## src/rtl/core/rc4_pkg.sv

```systemverilog
// ----------------------------------------------------------------------------
// rc4_pkg
// Shared types and constants for the RC4 cipher engine: item kinds, result
// status codes, datapath operations and the control/status bundles.
// ----------------------------------------------------------------------------
package rc4_pkg;

  localparam int PERM_SIZE  = 256;
  localparam int BYTE_W     = 8;
  localparam int KEY_CNT_W  = 9;
  localparam int STAT_W     = 2;

  // item kind carried on in_tuser
  localparam logic MODE_KEY  = 1'b0;
  localparam logic MODE_DATA = 1'b1;

  // result status carried on out_tuser
  localparam logic [STAT_W-1:0] STAT_OK       = 2'd0;
  localparam logic [STAT_W-1:0] STAT_NO_KEY   = 2'd1;
  localparam logic [STAT_W-1:0] STAT_KEY_FULL = 2'd2;

  typedef enum logic [3:0] {
    OP_NOP,
    OP_LOAD,   // latch the accepted word
    OP_KEY,    // store key byte
    OP_FILL,   // identity fill of the permutation
    OP_SRDN,   // schedule: read S[n] and key[k]
    OP_SACC,   // schedule: update acc, read S[acc]
    OP_SWRN,   // schedule: S[n] = S[acc]
    OP_SWRA,   // schedule: S[acc] = old S[n], advance
    OP_DRDI,   // data: advance i, read S[i]
    OP_DRDJ,   // data: advance j, read S[j]
    OP_DWRI,   // data: S[i] = S[j]
    OP_DWRJ,   // data: S[j] = old S[i]
    OP_DRDT,   // data: read S[S[i] + S[j]]
    OP_DOUT    // data: form the result byte
  } rc4_op_t;

  typedef struct packed {
    rc4_op_t op;
    logic    out_load;
  } rc4_cmd_t;

  typedef struct packed {
    logic mode;
    logic last;
    logic key_ready;
    logic n_last;
  } rc4_stat_t;

endpackage

```

## src/rtl/core/rc4_ctrl.sv

```systemverilog
// ----------------------------------------------------------------------------
// rc4_ctrl
// Sequencer for the RC4 engine: steps one word through key storage, key
// schedule or keystream generation, then hands the result to the output.
// ----------------------------------------------------------------------------
module rc4_ctrl (
  input  logic                clk,
  input  logic                rst_n,
  input  logic                in_valid,
  output logic                in_ready,
  input  logic                out_free,
  input  rc4_pkg::rc4_stat_t  dp_stat,
  output rc4_pkg::rc4_cmd_t   cmd
);

  typedef enum logic [13:0] {
    ST_IDLE = 14'b00000000000001,
    ST_KEY  = 14'b00000000000010,
    ST_FILL = 14'b00000000000100,
    ST_SRDN = 14'b00000000001000,
    ST_SACC = 14'b00000000010000,
    ST_SWRN = 14'b00000000100000,
    ST_SWRA = 14'b00000001000000,
    ST_DRDI = 14'b00000010000000,
    ST_DRDJ = 14'b00000100000000,
    ST_DWRI = 14'b00001000000000,
    ST_DWRJ = 14'b00010000000000,
    ST_DRDT = 14'b00100000000000,
    ST_DOUT = 14'b01000000000000,
    ST_RESP = 14'b10000000000000
  } state_t;

  state_t state_r, state_nxt;

  assign in_ready = (state_r == ST_IDLE);

  always_comb begin
    state_nxt    = state_r;
    cmd.op       = rc4_pkg::OP_NOP;
    cmd.out_load = 1'b0;
    unique case (state_r)
      ST_IDLE: begin
        if (in_valid) begin
          cmd.op = rc4_pkg::OP_LOAD;
          state_nxt = ST_KEY;
        end
      end
      ST_KEY: begin
        // the word latched in IDLE decides the path
        if (dp_stat.mode == rc4_pkg::MODE_KEY) begin
          cmd.op = rc4_pkg::OP_KEY;
          state_nxt = dp_stat.last ? ST_FILL : ST_RESP;
        end else if (dp_stat.key_ready) begin
          state_nxt = ST_DRDI;
        end else begin
          state_nxt = ST_RESP;
        end
      end
      ST_FILL: begin
        cmd.op = rc4_pkg::OP_FILL;
        if (dp_stat.n_last) state_nxt = ST_SRDN;
      end
      ST_SRDN: begin
        cmd.op = rc4_pkg::OP_SRDN;
        state_nxt = ST_SACC;
      end
      ST_SACC: begin
        cmd.op = rc4_pkg::OP_SACC;
        state_nxt = ST_SWRN;
      end
      ST_SWRN: begin
        cmd.op = rc4_pkg::OP_SWRN;
        state_nxt = ST_SWRA;
      end
      ST_SWRA: begin
        cmd.op = rc4_pkg::OP_SWRA;
        state_nxt = dp_stat.n_last ? ST_RESP : ST_SRDN;
      end
      ST_DRDI: begin
        cmd.op = rc4_pkg::OP_DRDI;
        state_nxt = ST_DRDJ;
      end
      ST_DRDJ: begin
        cmd.op = rc4_pkg::OP_DRDJ;
        state_nxt = ST_DWRI;
      end
      ST_DWRI: begin
        cmd.op = rc4_pkg::OP_DWRI;
        state_nxt = ST_DWRJ;
      end
      ST_DWRJ: begin
        cmd.op = rc4_pkg::OP_DWRJ;
        state_nxt = ST_DRDT;
      end
      ST_DRDT: begin
        cmd.op = rc4_pkg::OP_DRDT;
        state_nxt = ST_DOUT;
      end
      ST_DOUT: begin
        cmd.op = rc4_pkg::OP_DOUT;
        state_nxt = ST_RESP;
      end
      ST_RESP: begin
        // hold until the output register is free
        if (out_free) begin
          cmd.out_load = 1'b1;
          state_nxt = ST_IDLE;
        end
      end
      default: begin
        state_nxt = ST_IDLE;
      end
    endcase
  end

  always_ff @(posedge clk) begin
    if (!rst_n) begin
      state_r <= ST_IDLE;
    end else begin
      state_r <= state_nxt;
    end
  end

endmodule

```

## src/rtl/core/rc4_dp.sv

```systemverilog
// ----------------------------------------------------------------------------
// rc4_dp
// RC4 datapath: key store, single-port permutation memory, indices, schedule
// counters and the result/status registers.
// ----------------------------------------------------------------------------
module rc4_dp #(
  parameter int MAX_KEY_BYTES = 256
) (
  input  logic                           clk,
  input  logic                           rst_n,
  input  rc4_pkg::rc4_cmd_t              cmd,
  input  logic                           in_mode,
  input  logic [rc4_pkg::BYTE_W-1:0]     in_value,
  input  logic                           in_last,
  output rc4_pkg::rc4_stat_t             dp_stat,
  output logic [rc4_pkg::BYTE_W-1:0]     res_byte,
  output logic [rc4_pkg::STAT_W-1:0]     res_stat
);

  localparam logic [rc4_pkg::KEY_CNT_W-1:0] KEY_MAX =
    rc4_pkg::KEY_CNT_W'(MAX_KEY_BYTES);

  logic [rc4_pkg::BYTE_W-1:0] perm_mem [rc4_pkg::PERM_SIZE];
  logic [rc4_pkg::BYTE_W-1:0] key_mem  [rc4_pkg::PERM_SIZE];

  // latched word
  logic                       mode_r, last_r;
  logic [rc4_pkg::BYTE_W-1:0] val_r;

  logic [rc4_pkg::KEY_CNT_W-1:0] key_count_r, key_count_nxt;
  logic                          key_ready_r, key_ready_nxt;
  logic [rc4_pkg::BYTE_W-1:0]    i_r, i_nxt, j_r, j_nxt;

  logic [rc4_pkg::BYTE_W-1:0]    n_r, acc_r, acc_nxt;
  logic [rc4_pkg::KEY_CNT_W-1:0] k_r, k_inc;

  logic [rc4_pkg::BYTE_W-1:0] prd_r, krd_r, sn_r, si_r, sj_r;
  logic [rc4_pkg::BYTE_W-1:0] res_r;
  logic [rc4_pkg::STAT_W-1:0] stat_r;

  logic                       p_we, p_re;
  logic [rc4_pkg::BYTE_W-1:0] p_addr, p_wdata;

  assign acc_nxt = acc_r + prd_r + krd_r;
  assign i_nxt   = i_r + 8'd1;
  assign j_nxt   = j_r + prd_r;
  assign k_inc   = k_r + 9'd1;

  // permutation port select
  always_comb begin
    p_we    = 1'b0;
    p_re    = 1'b0;
    p_addr  = n_r;
    p_wdata = prd_r;
    unique case (cmd.op)
      rc4_pkg::OP_FILL: begin p_we = 1'b1; p_addr = n_r;  p_wdata = n_r; end
      rc4_pkg::OP_SRDN: begin p_re = 1'b1; p_addr = n_r; end
      rc4_pkg::OP_SACC: begin p_re = 1'b1; p_addr = acc_nxt; end
      rc4_pkg::OP_SWRN: begin p_we = 1'b1; p_addr = n_r;  p_wdata = prd_r; end
      rc4_pkg::OP_SWRA: begin p_we = 1'b1; p_addr = acc_r; p_wdata = sn_r; end
      rc4_pkg::OP_DRDI: begin p_re = 1'b1; p_addr = i_nxt; end
      rc4_pkg::OP_DRDJ: begin p_re = 1'b1; p_addr = j_nxt; end
      rc4_pkg::OP_DWRI: begin p_we = 1'b1; p_addr = i_r;  p_wdata = prd_r; end
      rc4_pkg::OP_DWRJ: begin p_we = 1'b1; p_addr = j_r;  p_wdata = si_r; end
      rc4_pkg::OP_DRDT: begin p_re = 1'b1; p_addr = si_r + sj_r; end
      default: begin end
    endcase
  end

  always_ff @(posedge clk) begin
    if (p_we) begin
      perm_mem[p_addr] <= p_wdata;
    end else if (p_re) begin
      prd_r <= perm_mem[p_addr];
    end
  end

  always_ff @(posedge clk) begin
    if (cmd.op == rc4_pkg::OP_KEY && key_count_r < KEY_MAX) begin
      key_mem[key_count_r[rc4_pkg::BYTE_W-1:0]] <= val_r;
    end
    if (cmd.op == rc4_pkg::OP_SRDN) begin
      krd_r <= key_mem[k_r[rc4_pkg::BYTE_W-1:0]];
    end
  end

  // control state next values
  always_comb begin
    key_count_nxt = key_count_r;
    key_ready_nxt = key_ready_r;
    unique case (cmd.op)
      rc4_pkg::OP_KEY: begin
        key_ready_nxt = 1'b0;
        if (key_count_r < KEY_MAX) key_count_nxt = key_count_r + 9'd1;
      end
      rc4_pkg::OP_SWRA: begin
        if (n_r == 8'hff) begin
          key_count_nxt = '0;
          key_ready_nxt = 1'b1;
        end
      end
      rc4_pkg::OP_DOUT: begin
        if (last_r) key_ready_nxt = 1'b0;
      end
      default: begin end
    endcase
  end

  always_ff @(posedge clk) begin
    if (!rst_n) begin
      key_count_r <= '0;
      key_ready_r <= 1'b0;
      i_r         <= '0;
      j_r         <= '0;
    end else begin
      key_count_r <= key_count_nxt;
      key_ready_r <= key_ready_nxt;
      if (cmd.op == rc4_pkg::OP_SWRA && n_r == 8'hff) begin
        i_r <= '0;
        j_r <= '0;
      end
      if (cmd.op == rc4_pkg::OP_DRDI) i_r <= i_nxt;
      if (cmd.op == rc4_pkg::OP_DRDJ) j_r <= j_nxt;
    end
  end

  // payload and schedule working registers
  always_ff @(posedge clk) begin
    unique case (cmd.op)
      rc4_pkg::OP_LOAD: begin
        mode_r <= in_mode;
        val_r  <= in_value;
        last_r <= in_last;
        res_r  <= '0;
        stat_r <= (in_mode == rc4_pkg::MODE_DATA && !key_ready_r) ?
                  rc4_pkg::STAT_NO_KEY : rc4_pkg::STAT_OK;
      end
      rc4_pkg::OP_KEY: begin
        n_r   <= '0;
        k_r   <= '0;
        acc_r <= '0;
        if (key_count_r >= KEY_MAX) stat_r <= rc4_pkg::STAT_KEY_FULL;
      end
      rc4_pkg::OP_FILL: n_r <= n_r + 8'd1;
      rc4_pkg::OP_SACC: begin
        acc_r <= acc_nxt;
        sn_r  <= prd_r;
      end
      rc4_pkg::OP_SWRA: begin
        n_r <= n_r + 8'd1;
        // wrap the key index at the key length
        k_r <= (k_inc == key_count_r) ? '0 : k_inc;
      end
      rc4_pkg::OP_DRDJ: si_r <= prd_r;
      rc4_pkg::OP_DWRI: sj_r <= prd_r;
      rc4_pkg::OP_DOUT: res_r <= val_r ^ prd_r;
      default: begin end
    endcase
  end

  assign dp_stat.mode      = mode_r;
  assign dp_stat.last      = last_r;
  assign dp_stat.key_ready = key_ready_r;
  assign dp_stat.n_last    = (n_r == 8'hff);

  assign res_byte = res_r;
  assign res_stat = stat_r;

endmodule

```

## src/rtl/core/rc4_stream_cipher_top.sv

```systemverilog
// ----------------------------------------------------------------------------
// rc4_stream_cipher_top
// RC4 cipher engine with stream input and output channels.
// ----------------------------------------------------------------------------
// Input words: in_tuser = 0 carries a key byte, 1 a data byte, in in_tdata.
// in_tlast on a key byte starts the key schedule; on a data byte it ends the
// session, after which a new key must be loaded. Every input word produces
// exactly one output word: out_tdata is the data byte XOR keystream (zero for
// key bytes and errors), out_tuser the status (ok, data without key, key byte
// beyond the store).
// One word is processed at a time; in_tready is high only while idle.
// A key byte or a rejected word goes from accept straight to the response; a
// data byte reads S[i] and S[j], swaps them, reads the keystream and forms the
// result; the final key byte first runs the identity fill and then 256 swap
// passes. The permutation memory is single-port, so its accesses take turns.
// The next word is accepted in the cycle after the result is handed to the
// output register, even while that result is still waiting.
// When out_tready is low the finished result holds in the output register and
// the next word parks before its hand-off. Reset clears the key and session
// state; the permutation memory holds no meaning until a key is scheduled.
// ----------------------------------------------------------------------------
module rc4_stream_cipher_top #(
  parameter int MAX_KEY_BYTES = 256
) (
  input  logic       clk,
  input  logic       rst_n,
  input  logic       in_tvalid,
  output logic       in_tready,
  input  logic [7:0] in_tdata,   // [7:0] value
  input  logic       in_tuser,   // [0] mode
  input  logic       in_tlast,
  output logic       out_tvalid,
  input  logic       out_tready,
  output logic [7:0] out_tdata,  // [7:0] result_byte
  output logic [1:0] out_tuser   // [1:0] status
);

  rc4_pkg::rc4_cmd_t  cmd;
  rc4_pkg::rc4_stat_t dp_stat;

  logic [rc4_pkg::BYTE_W-1:0] res_byte;
  logic [rc4_pkg::STAT_W-1:0] res_stat;
  logic                       out_free;

  logic                       out_valid_r;
  logic [rc4_pkg::BYTE_W-1:0] out_data_r;
  logic [rc4_pkg::STAT_W-1:0] out_user_r;

  assign out_free = !out_valid_r || out_tready;

  rc4_ctrl u_ctrl (
    .clk      (clk),
    .rst_n    (rst_n),
    .in_valid (in_tvalid),
    .in_ready (in_tready),
    .out_free (out_free),
    .dp_stat  (dp_stat),
    .cmd      (cmd)
  );

  rc4_dp #(
    .MAX_KEY_BYTES (MAX_KEY_BYTES)
  ) u_dp (
    .clk      (clk),
    .rst_n    (rst_n),
    .cmd      (cmd),
    .in_mode  (in_tuser),
    .in_value (in_tdata),
    .in_last  (in_tlast),
    .dp_stat  (dp_stat),
    .res_byte (res_byte),
    .res_stat (res_stat)
  );

  always_ff @(posedge clk) begin
    if (!rst_n) begin
      out_valid_r <= 1'b0;
    end else if (cmd.out_load) begin
      out_valid_r <= 1'b1;
    end else if (out_tready) begin
      out_valid_r <= 1'b0;
    end
  end

  always_ff @(posedge clk) begin
    if (cmd.out_load) begin
      out_data_r <= res_byte;
      out_user_r <= res_stat;
    end
  end

  assign out_tvalid = out_valid_r;
  assign out_tdata  = out_data_r;
  assign out_tuser  = out_user_r;

endmodule

```

## config.mk

```make
export PLATFORM = sky130hd
export DESIGN_NAME = rc4_stream_cipher_top
export DESIGN_NICKNAME = d
export VERILOG_FILES = /design/src/rtl/core/rc4_pkg.sv /design/src/rtl/core/rc4_ctrl.sv /design/src/rtl/core/rc4_dp.sv /design/src/rtl/core/rc4_stream_cipher_top.sv
export SDC_FILE = /design/constraint.sdc
export NUM_CORES = 2
export LEC_CHECK = 0
export BUFFER_PORTS_ARGS = -buffer_cell sky130_fd_sc_hd__buf_2
export CAP_MARGIN = 15
export CELL_PAD_IN_SITES_DETAIL_PLACEMENT = 1
export CELL_PAD_IN_SITES_GLOBAL_PLACEMENT = 1
export CORE_AREA = 2 2 539 541
export CTS_BUF_LIST = sky130_fd_sc_hd__clkbuf_4 sky130_fd_sc_hd__clkbuf_8
export CTS_CLUSTER_SIZE = 8
export DETAILED_ROUTE_END_ITERATION = 12
export DIE_AREA = 0 0 541 543
export GPL_TIMING_DRIVEN = 0
export PLACE_DENSITY = 0.86
export RECOVER_POWER = 25
export SLEW_MARGIN = 10
export SYNTH_ARGS = -nofsm -noshare
export SYNTH_HDL_FRONTEND = slang
export SYNTH_SLANG_ARGS = --single-unit
```

## constraint.sdc

```tcl
create_clock -name clk -period 7.8 [get_ports clk]
set_input_delay 1.56 -clock clk [delete_from_list [all_inputs] [get_ports clk]]
set_output_delay 1.56 -clock clk [all_outputs]
set_load 0.03 [all_outputs]
```

==> results of run 1 <==
-- stage by stage --
stage | hold slack [ps] | instance area (sq um) | util (%) | setup TNS, ps
2_1_floorplan | 400 | 164000 | - | 0
3_3_place_gp | 405 | 168000 | 58.6 | -7165190
3_5_place_dp | 407 | 172000 | 59.9 | -4780
4_1_cts | 423 | 184000 | 64.1 | 0
-- what timing repair did --
action / in CTS
endpoints found under the hold margin: 0
setup buffers: 0
setup endpoints to repair: 226
gates resized for setup: 9
gates cloned: 0
-- cells by family after synthesis --
logic type,Yosys count
muxes,805
buffers and inverters,671
xor gates and xnor gates,63
AOI/OAI and AO/OA,2317
adders and majority gates,37
DFF,4232
and+or+nand+nor,1148
-- routing by layer --
layer,GRT overflow,track usage (%)
met1,1,66.7
met4,17,65.1
met5,2,49.8
met3,4,62.9
met2,6,79.4
==> results.py, run 1 <==
metrics = {
    "yosys": {
        "yosys-top-cells-area": "edfxtp_1 77%, mux4_2 4.4%, a22oi_1 4.3%",
        "synth-simple-area-share_pct": 3.14,
        "synth-compound-area-share_pct": 9.42,
        "synth_top_family_by_area": "compound AO/OA/AOI/OAI gates",
        "synth_cell_types": 77,
        "netlist_area_sq_um": 164000,
        "syn_nets": 9324,
        "synth_flop_cell": "edfxtp_1",
        "synth_xor_area_share_pct": 0.337,
        "avgSynthCellArea_sq_um": 17.6,
        "synth.most_common_cell": "edfxtp_1",
        "yosys_warnings": 0,
        "syn_inst": 9273,
        "synth_commonest_cells": "4191 x edfxtp_1, 947 x a22oi_1, 748 x a21oi_1, 615 x nor2_1, 362 x mux2i_1",
        "seq_area_frac_synth_pct": 77.4,
        "yosys.area_share.adder_pct": 0.329,
        "muxShareOfSynthArea_pct": 7.48,
        "synth-seq-cells": 4232,
        "synth.largest_area_cell": "edfxtp_1",
        "synth.top_cell.area_share_pct": 76.9,
        "async_flop_share_pct": 0,
        "synth_edf_count": 4191,
    },
    "placed_design": {
        "gp_congestion": 1.04,
        "place_ws_ps": -857,
        "place_inst": 13243,
        "dp_hpwl_mm": 402,
        "port_buffers": 24,
    },
    "cts": {
        "clock_sinks": 4232,
        "h-tree-depth": 6,
        "cts-root-buf": "clkbuf_8",
        "cts_hold_buf": 0,
        "cts_buffers": 655,
        "cts.path.max_buffers": 4,
    },
    "outcome": {
        "stop_stage": "5_1_grt",
        "outcome": "aborted with a tool error",
        "firstError": "[ERROR GRT-0232] Routing congestion too high. Check the congestion heatmap in the GUI.",
    },
    "floorplanning": {
        "fp.dieW_um": 541,
        "num_rows": 197,
        "num_io_pins": 26,
        "die_y_um": 543,
        "start_util_pct": 56.9,
    },
    "global_route": {
        "grt_usage_pct": 68.9,
        "grt_max_degree": 80,
        "overflow": 30,
        "antenna_found_initial": 193,
    },
    "sta": {
        "grt_worst_setup_endpoint": "u_dp.prd_r[5]$_DFFE_PP_/D",
        "endpoint_type": "register data pin",
    },
}
==> run 2: changes to the inputs <==
CELL_PAD_IN_SITES_DETAIL_PLACEMENT = unset   (was 1)
CELL_PAD_IN_SITES_GLOBAL_PLACEMENT = unset   (was 1)
CORE_AREA = 2 2 643 645   (was 2 2 539 541)
CTS_BUF_LIST = unset   (was sky130_fd_sc_hd__clkbuf_4 sky130_fd_sc_hd__clkbuf_8)
CTS_CLUSTER_SIZE = unset   (was 8)
DIE_AREA = 0 0 645 647   (was 0 0 541 543)
PLACE_DENSITY = unset   (was 0.86)
PLACE_DENSITY_LB_ADDON = 0.15   (was unset)
==> run 2 against run 1 <==
The flow now finishes, with violations (setup timing); synthesized cell count unchanged; synthesized area unchanged.
==> results.py, run 2 <==
metrics = {
    "placed_design": {
        "dp_hpwl_mm": 387,
        "gp_congestion": 0.953,
        "place_inst": 14967,
        "port_buffers": 24,
        "place_area_sq_um": 175000,
    },
    "layout": {
        "nets": 9985,
        "drive_above_1_share_pct": 14.6,
        "final_util_pct": 45.5,
        "seqCellArea_sq_um": 127000,
        "stdcell_count": 15790,
        "fill_cells": 35572,
        "mostFrequentLayoutCell": "edfxtp_1",
        "multi_input_area_sq_um": 34100,
        "area_growth_pct": 14.3,
        "stdcell_area_sq_um": 187000,
        "final_cell_mix": "4191 x edfxtp_1, 947 x a22oi_1, 746 x a21oi_1",
    },
    "cts": {
        "clk_latency_ps": 1010,
        "postCtsSetupRepairBufs": 0,
        "cts_buffers": 434,
        "cts-root-buf": "clkbuf_16",
        "clock_sinks": 4232,
        "clk_pin_slew_ps": 60,
        "ctsResizeCount": 5,
        "cts_hold_buf": 0,
        "h-tree-depth": 5,
        "cts.path.max_buffers": 4,
        "cts_tree": "yes",
    },
    "yosys": {
        "synth_flop_cell": "edfxtp_1",
        "synth.largest_area_cell": "edfxtp_1",
        "seq_area_frac_synth_pct": 77.4,
        "netlist_area_sq_um": 164000,
        "synth-seq-cells": 4232,
        "yosys_warnings": 0,
        "synth.most_common_cell": "edfxtp_1",
        "yosys-top-cells-area": "edfxtp_1 77%, mux4_2 4.4%, a22oi_1 4.3%",
        "syn_nets": 9324,
        "avgSynthCellArea_sq_um": 17.6,
        "synth.top_cell.area_share_pct": 76.9,
        "synth_commonest_cells": "4191 x edfxtp_1, 947 x a22oi_1, 748 x a21oi_1, 615 x nor2_1, 362 x mux2i_1",
        "synth_edf_count": 4191,
        "async_flop_share_pct": 0,
        "syn_inst": 9273,
        "synth_cell_types": 77,
    },
    "worst_setup_path": {
        "crit_chain": "clkbuf_1 > nor4_4 > nand4_1 > nor2b_1 > clkdlybuf4s15_1 > o21ai_0 > nand3_1 > mux2i_1 > nand2_1 > buf_4 > buf_2 > buf_1 > a21oi_1 > o41ai_1 > nand3_1 > nor3_2 > nor4_1 > buf_2",
        "path_class": "reg2reg",
        "arrival_ps": 8530,
        "worst-path-buf-inv": 6,
        "path_delay_family": "simple AND/OR/NAND/NOR gates",
        "cp_max_fo": 17,
        "cpMaxStageDelayCell": "o41ai_1",
        "start_kind": "register",
        "required_ps": 8530,
        "crit_path_end_kind": "register",
        "cp_slowest_stage_delay_ps": 870,
    },
    "global_route": {
        "overflow": 0,
        "grt_pass1_wl_mm": 739,
        "antenna_found_initial": 38,
        "grt_max_degree": 83,
        "grt_pass1_vias": 91749,
        "grt_usage_pct": 25.4,
    },
    "detailed_routing": {
        "drcViolationCount": 0,
        "dr.pass1.iters": 7,
        "first_iter_violations": 11725,
        "drtAntennaViolNets": 0,
        "via_per_inst": 5.93,
        "wl_per_cell_um": 34.3,
        "drt-total-wl_mm": 542,
        "vias": 93609,
    },
    "floorplanning": {
        "start_util_pct": 39.8,
        "num_rows": 236,
        "die_y_um": 647,
        "core_area_sq_um": 411000,
        "fp.dieW_um": 645,
        "num_io_pins": 26,
        "die-area_sq_um": 417000,
    },
    "sta": {
        "tightest_slew_ps": 1390,
        "finalSetupViolations": 1,
        "finalSetupTns_ps": -0.130,
        "rsz0062_at_grt": "false",
        "fin_ws_ps": -0.130,
        "hold_ws_ps": 409,
        "min_period_ps": 7800,
        "finalCritPeriodShare_pct": 100,
        "clock_skew_ps": 47.4,
        "maxSlewViolCount": 0,
        "timing.slew.headroom_pct": 7.07,
        "hold_viol": 0,
        "fmax_mhz": 128,
    },
    "outcome": {
        "violations": "setup timing",
        "outcome": "finished, violations left",
    },
    "power": {
        "power.density_nw_per_um2": 251,
        "ir_drop_uv": 222,
        "p_leak_uw": 0.0589,
    },
    "min_path": {
        "hold_path.class": "reg2reg",
    },
    "flow_run": {
        "drv_cap": 0,
    },
}
-- run 2: cell counts after synthesis --
No cell type changed its count.
-- run 2: layer usage --
layer	track usage, %	vias up	routed length, um	part of all wire (%)
met5	0	-	133	0.025
met4	13.2	18	32200	5.9
met3	4.05	1052	38500	7.1
met2	41.9	4310	261000	48
met1	32.5	48999	210000	39
li1	-	39230	-	-
-- run 2: cells by family (layout without fill, tap and decap cells) --
group	after synthesis	count (layout)	share of synthesized area [%]
AOI/OAI and AO/OA	2317	2317	9.42
xor gates and xnor gates	63	63	0.337
adders and majority gates	37	37	0.329
buffers and inverters	671	1693	1.84
DFF	4232	4232	77.4
muxes	805	805	7.48
other	0	21	0
and+or+nand+nor	1148	1148	3.14
-- run 2: per-stage QoR --
step	total power, uW	setup WS [ps]
after floorplan	26300	1750
after global placement	27100	-4280
after detailed placement	27200	-408
after CTS	47300	33.7
after global routing	48000	14.6
final	46900	-0.130
-- run 2: worst paths after layout --
check | from | end | slack, ps | cells after the start
min | u_dp.res_byte[0]$_SDFFCE_PN0P_ | out_tdata[0]$_DFFE_PP_ | 410 | 0
min reg2reg | u_dp.res_byte[0]$_SDFFCE_PN0P_ | out_tdata[0]$_DFFE_PP_ | 410 | 0
max | u_ctrl.state_r[0]$_SDFFE_PN1P_ | u_dp.prd_r[2]$_DFFE_PP_ | -0.1 | 18
max reg2reg | u_ctrl.state_r[0]$_SDFFE_PN1P_ | u_dp.prd_r[2]$_DFFE_PP_ | -0.1 | 18
-- run 2: worst register-to-register path, delay by kind of cell (launching register included) --
kind | cells | cell delay (ps)
and+or+nand+nor | 8 | 3130
buffers and inverters | 6 | 2630
AOI/OAI and AO/OA | 3 | 1250
DFF | 1 | 320
muxes | 1 | 230
-- run 2: layout make-up --
class	count	area share [%]
Sequential cell	4232	67.7
Multi-Input combinational cell	4370	18.3
Clock buffer	546	6.15
Tap cell	5474	3.66
Buffer	646	1.62
Timing Repair Buffer	225	1.31
Clock inverter	251	1.18
Inverter	25	0.0509
Antenna cell	21	0.0281
-- run 2: where the power goes --
group	leakage [uW]	switching [uW]	total [uW]	internal [uW]
Sequential	0.0380	21.1	25000	25000
Clock	0.00670	8760	20300	11600
Combinational	0.0142	1200	1570	371
Total	0.0589	9980	46900	36900
Power figures use the tool's default switching activity.
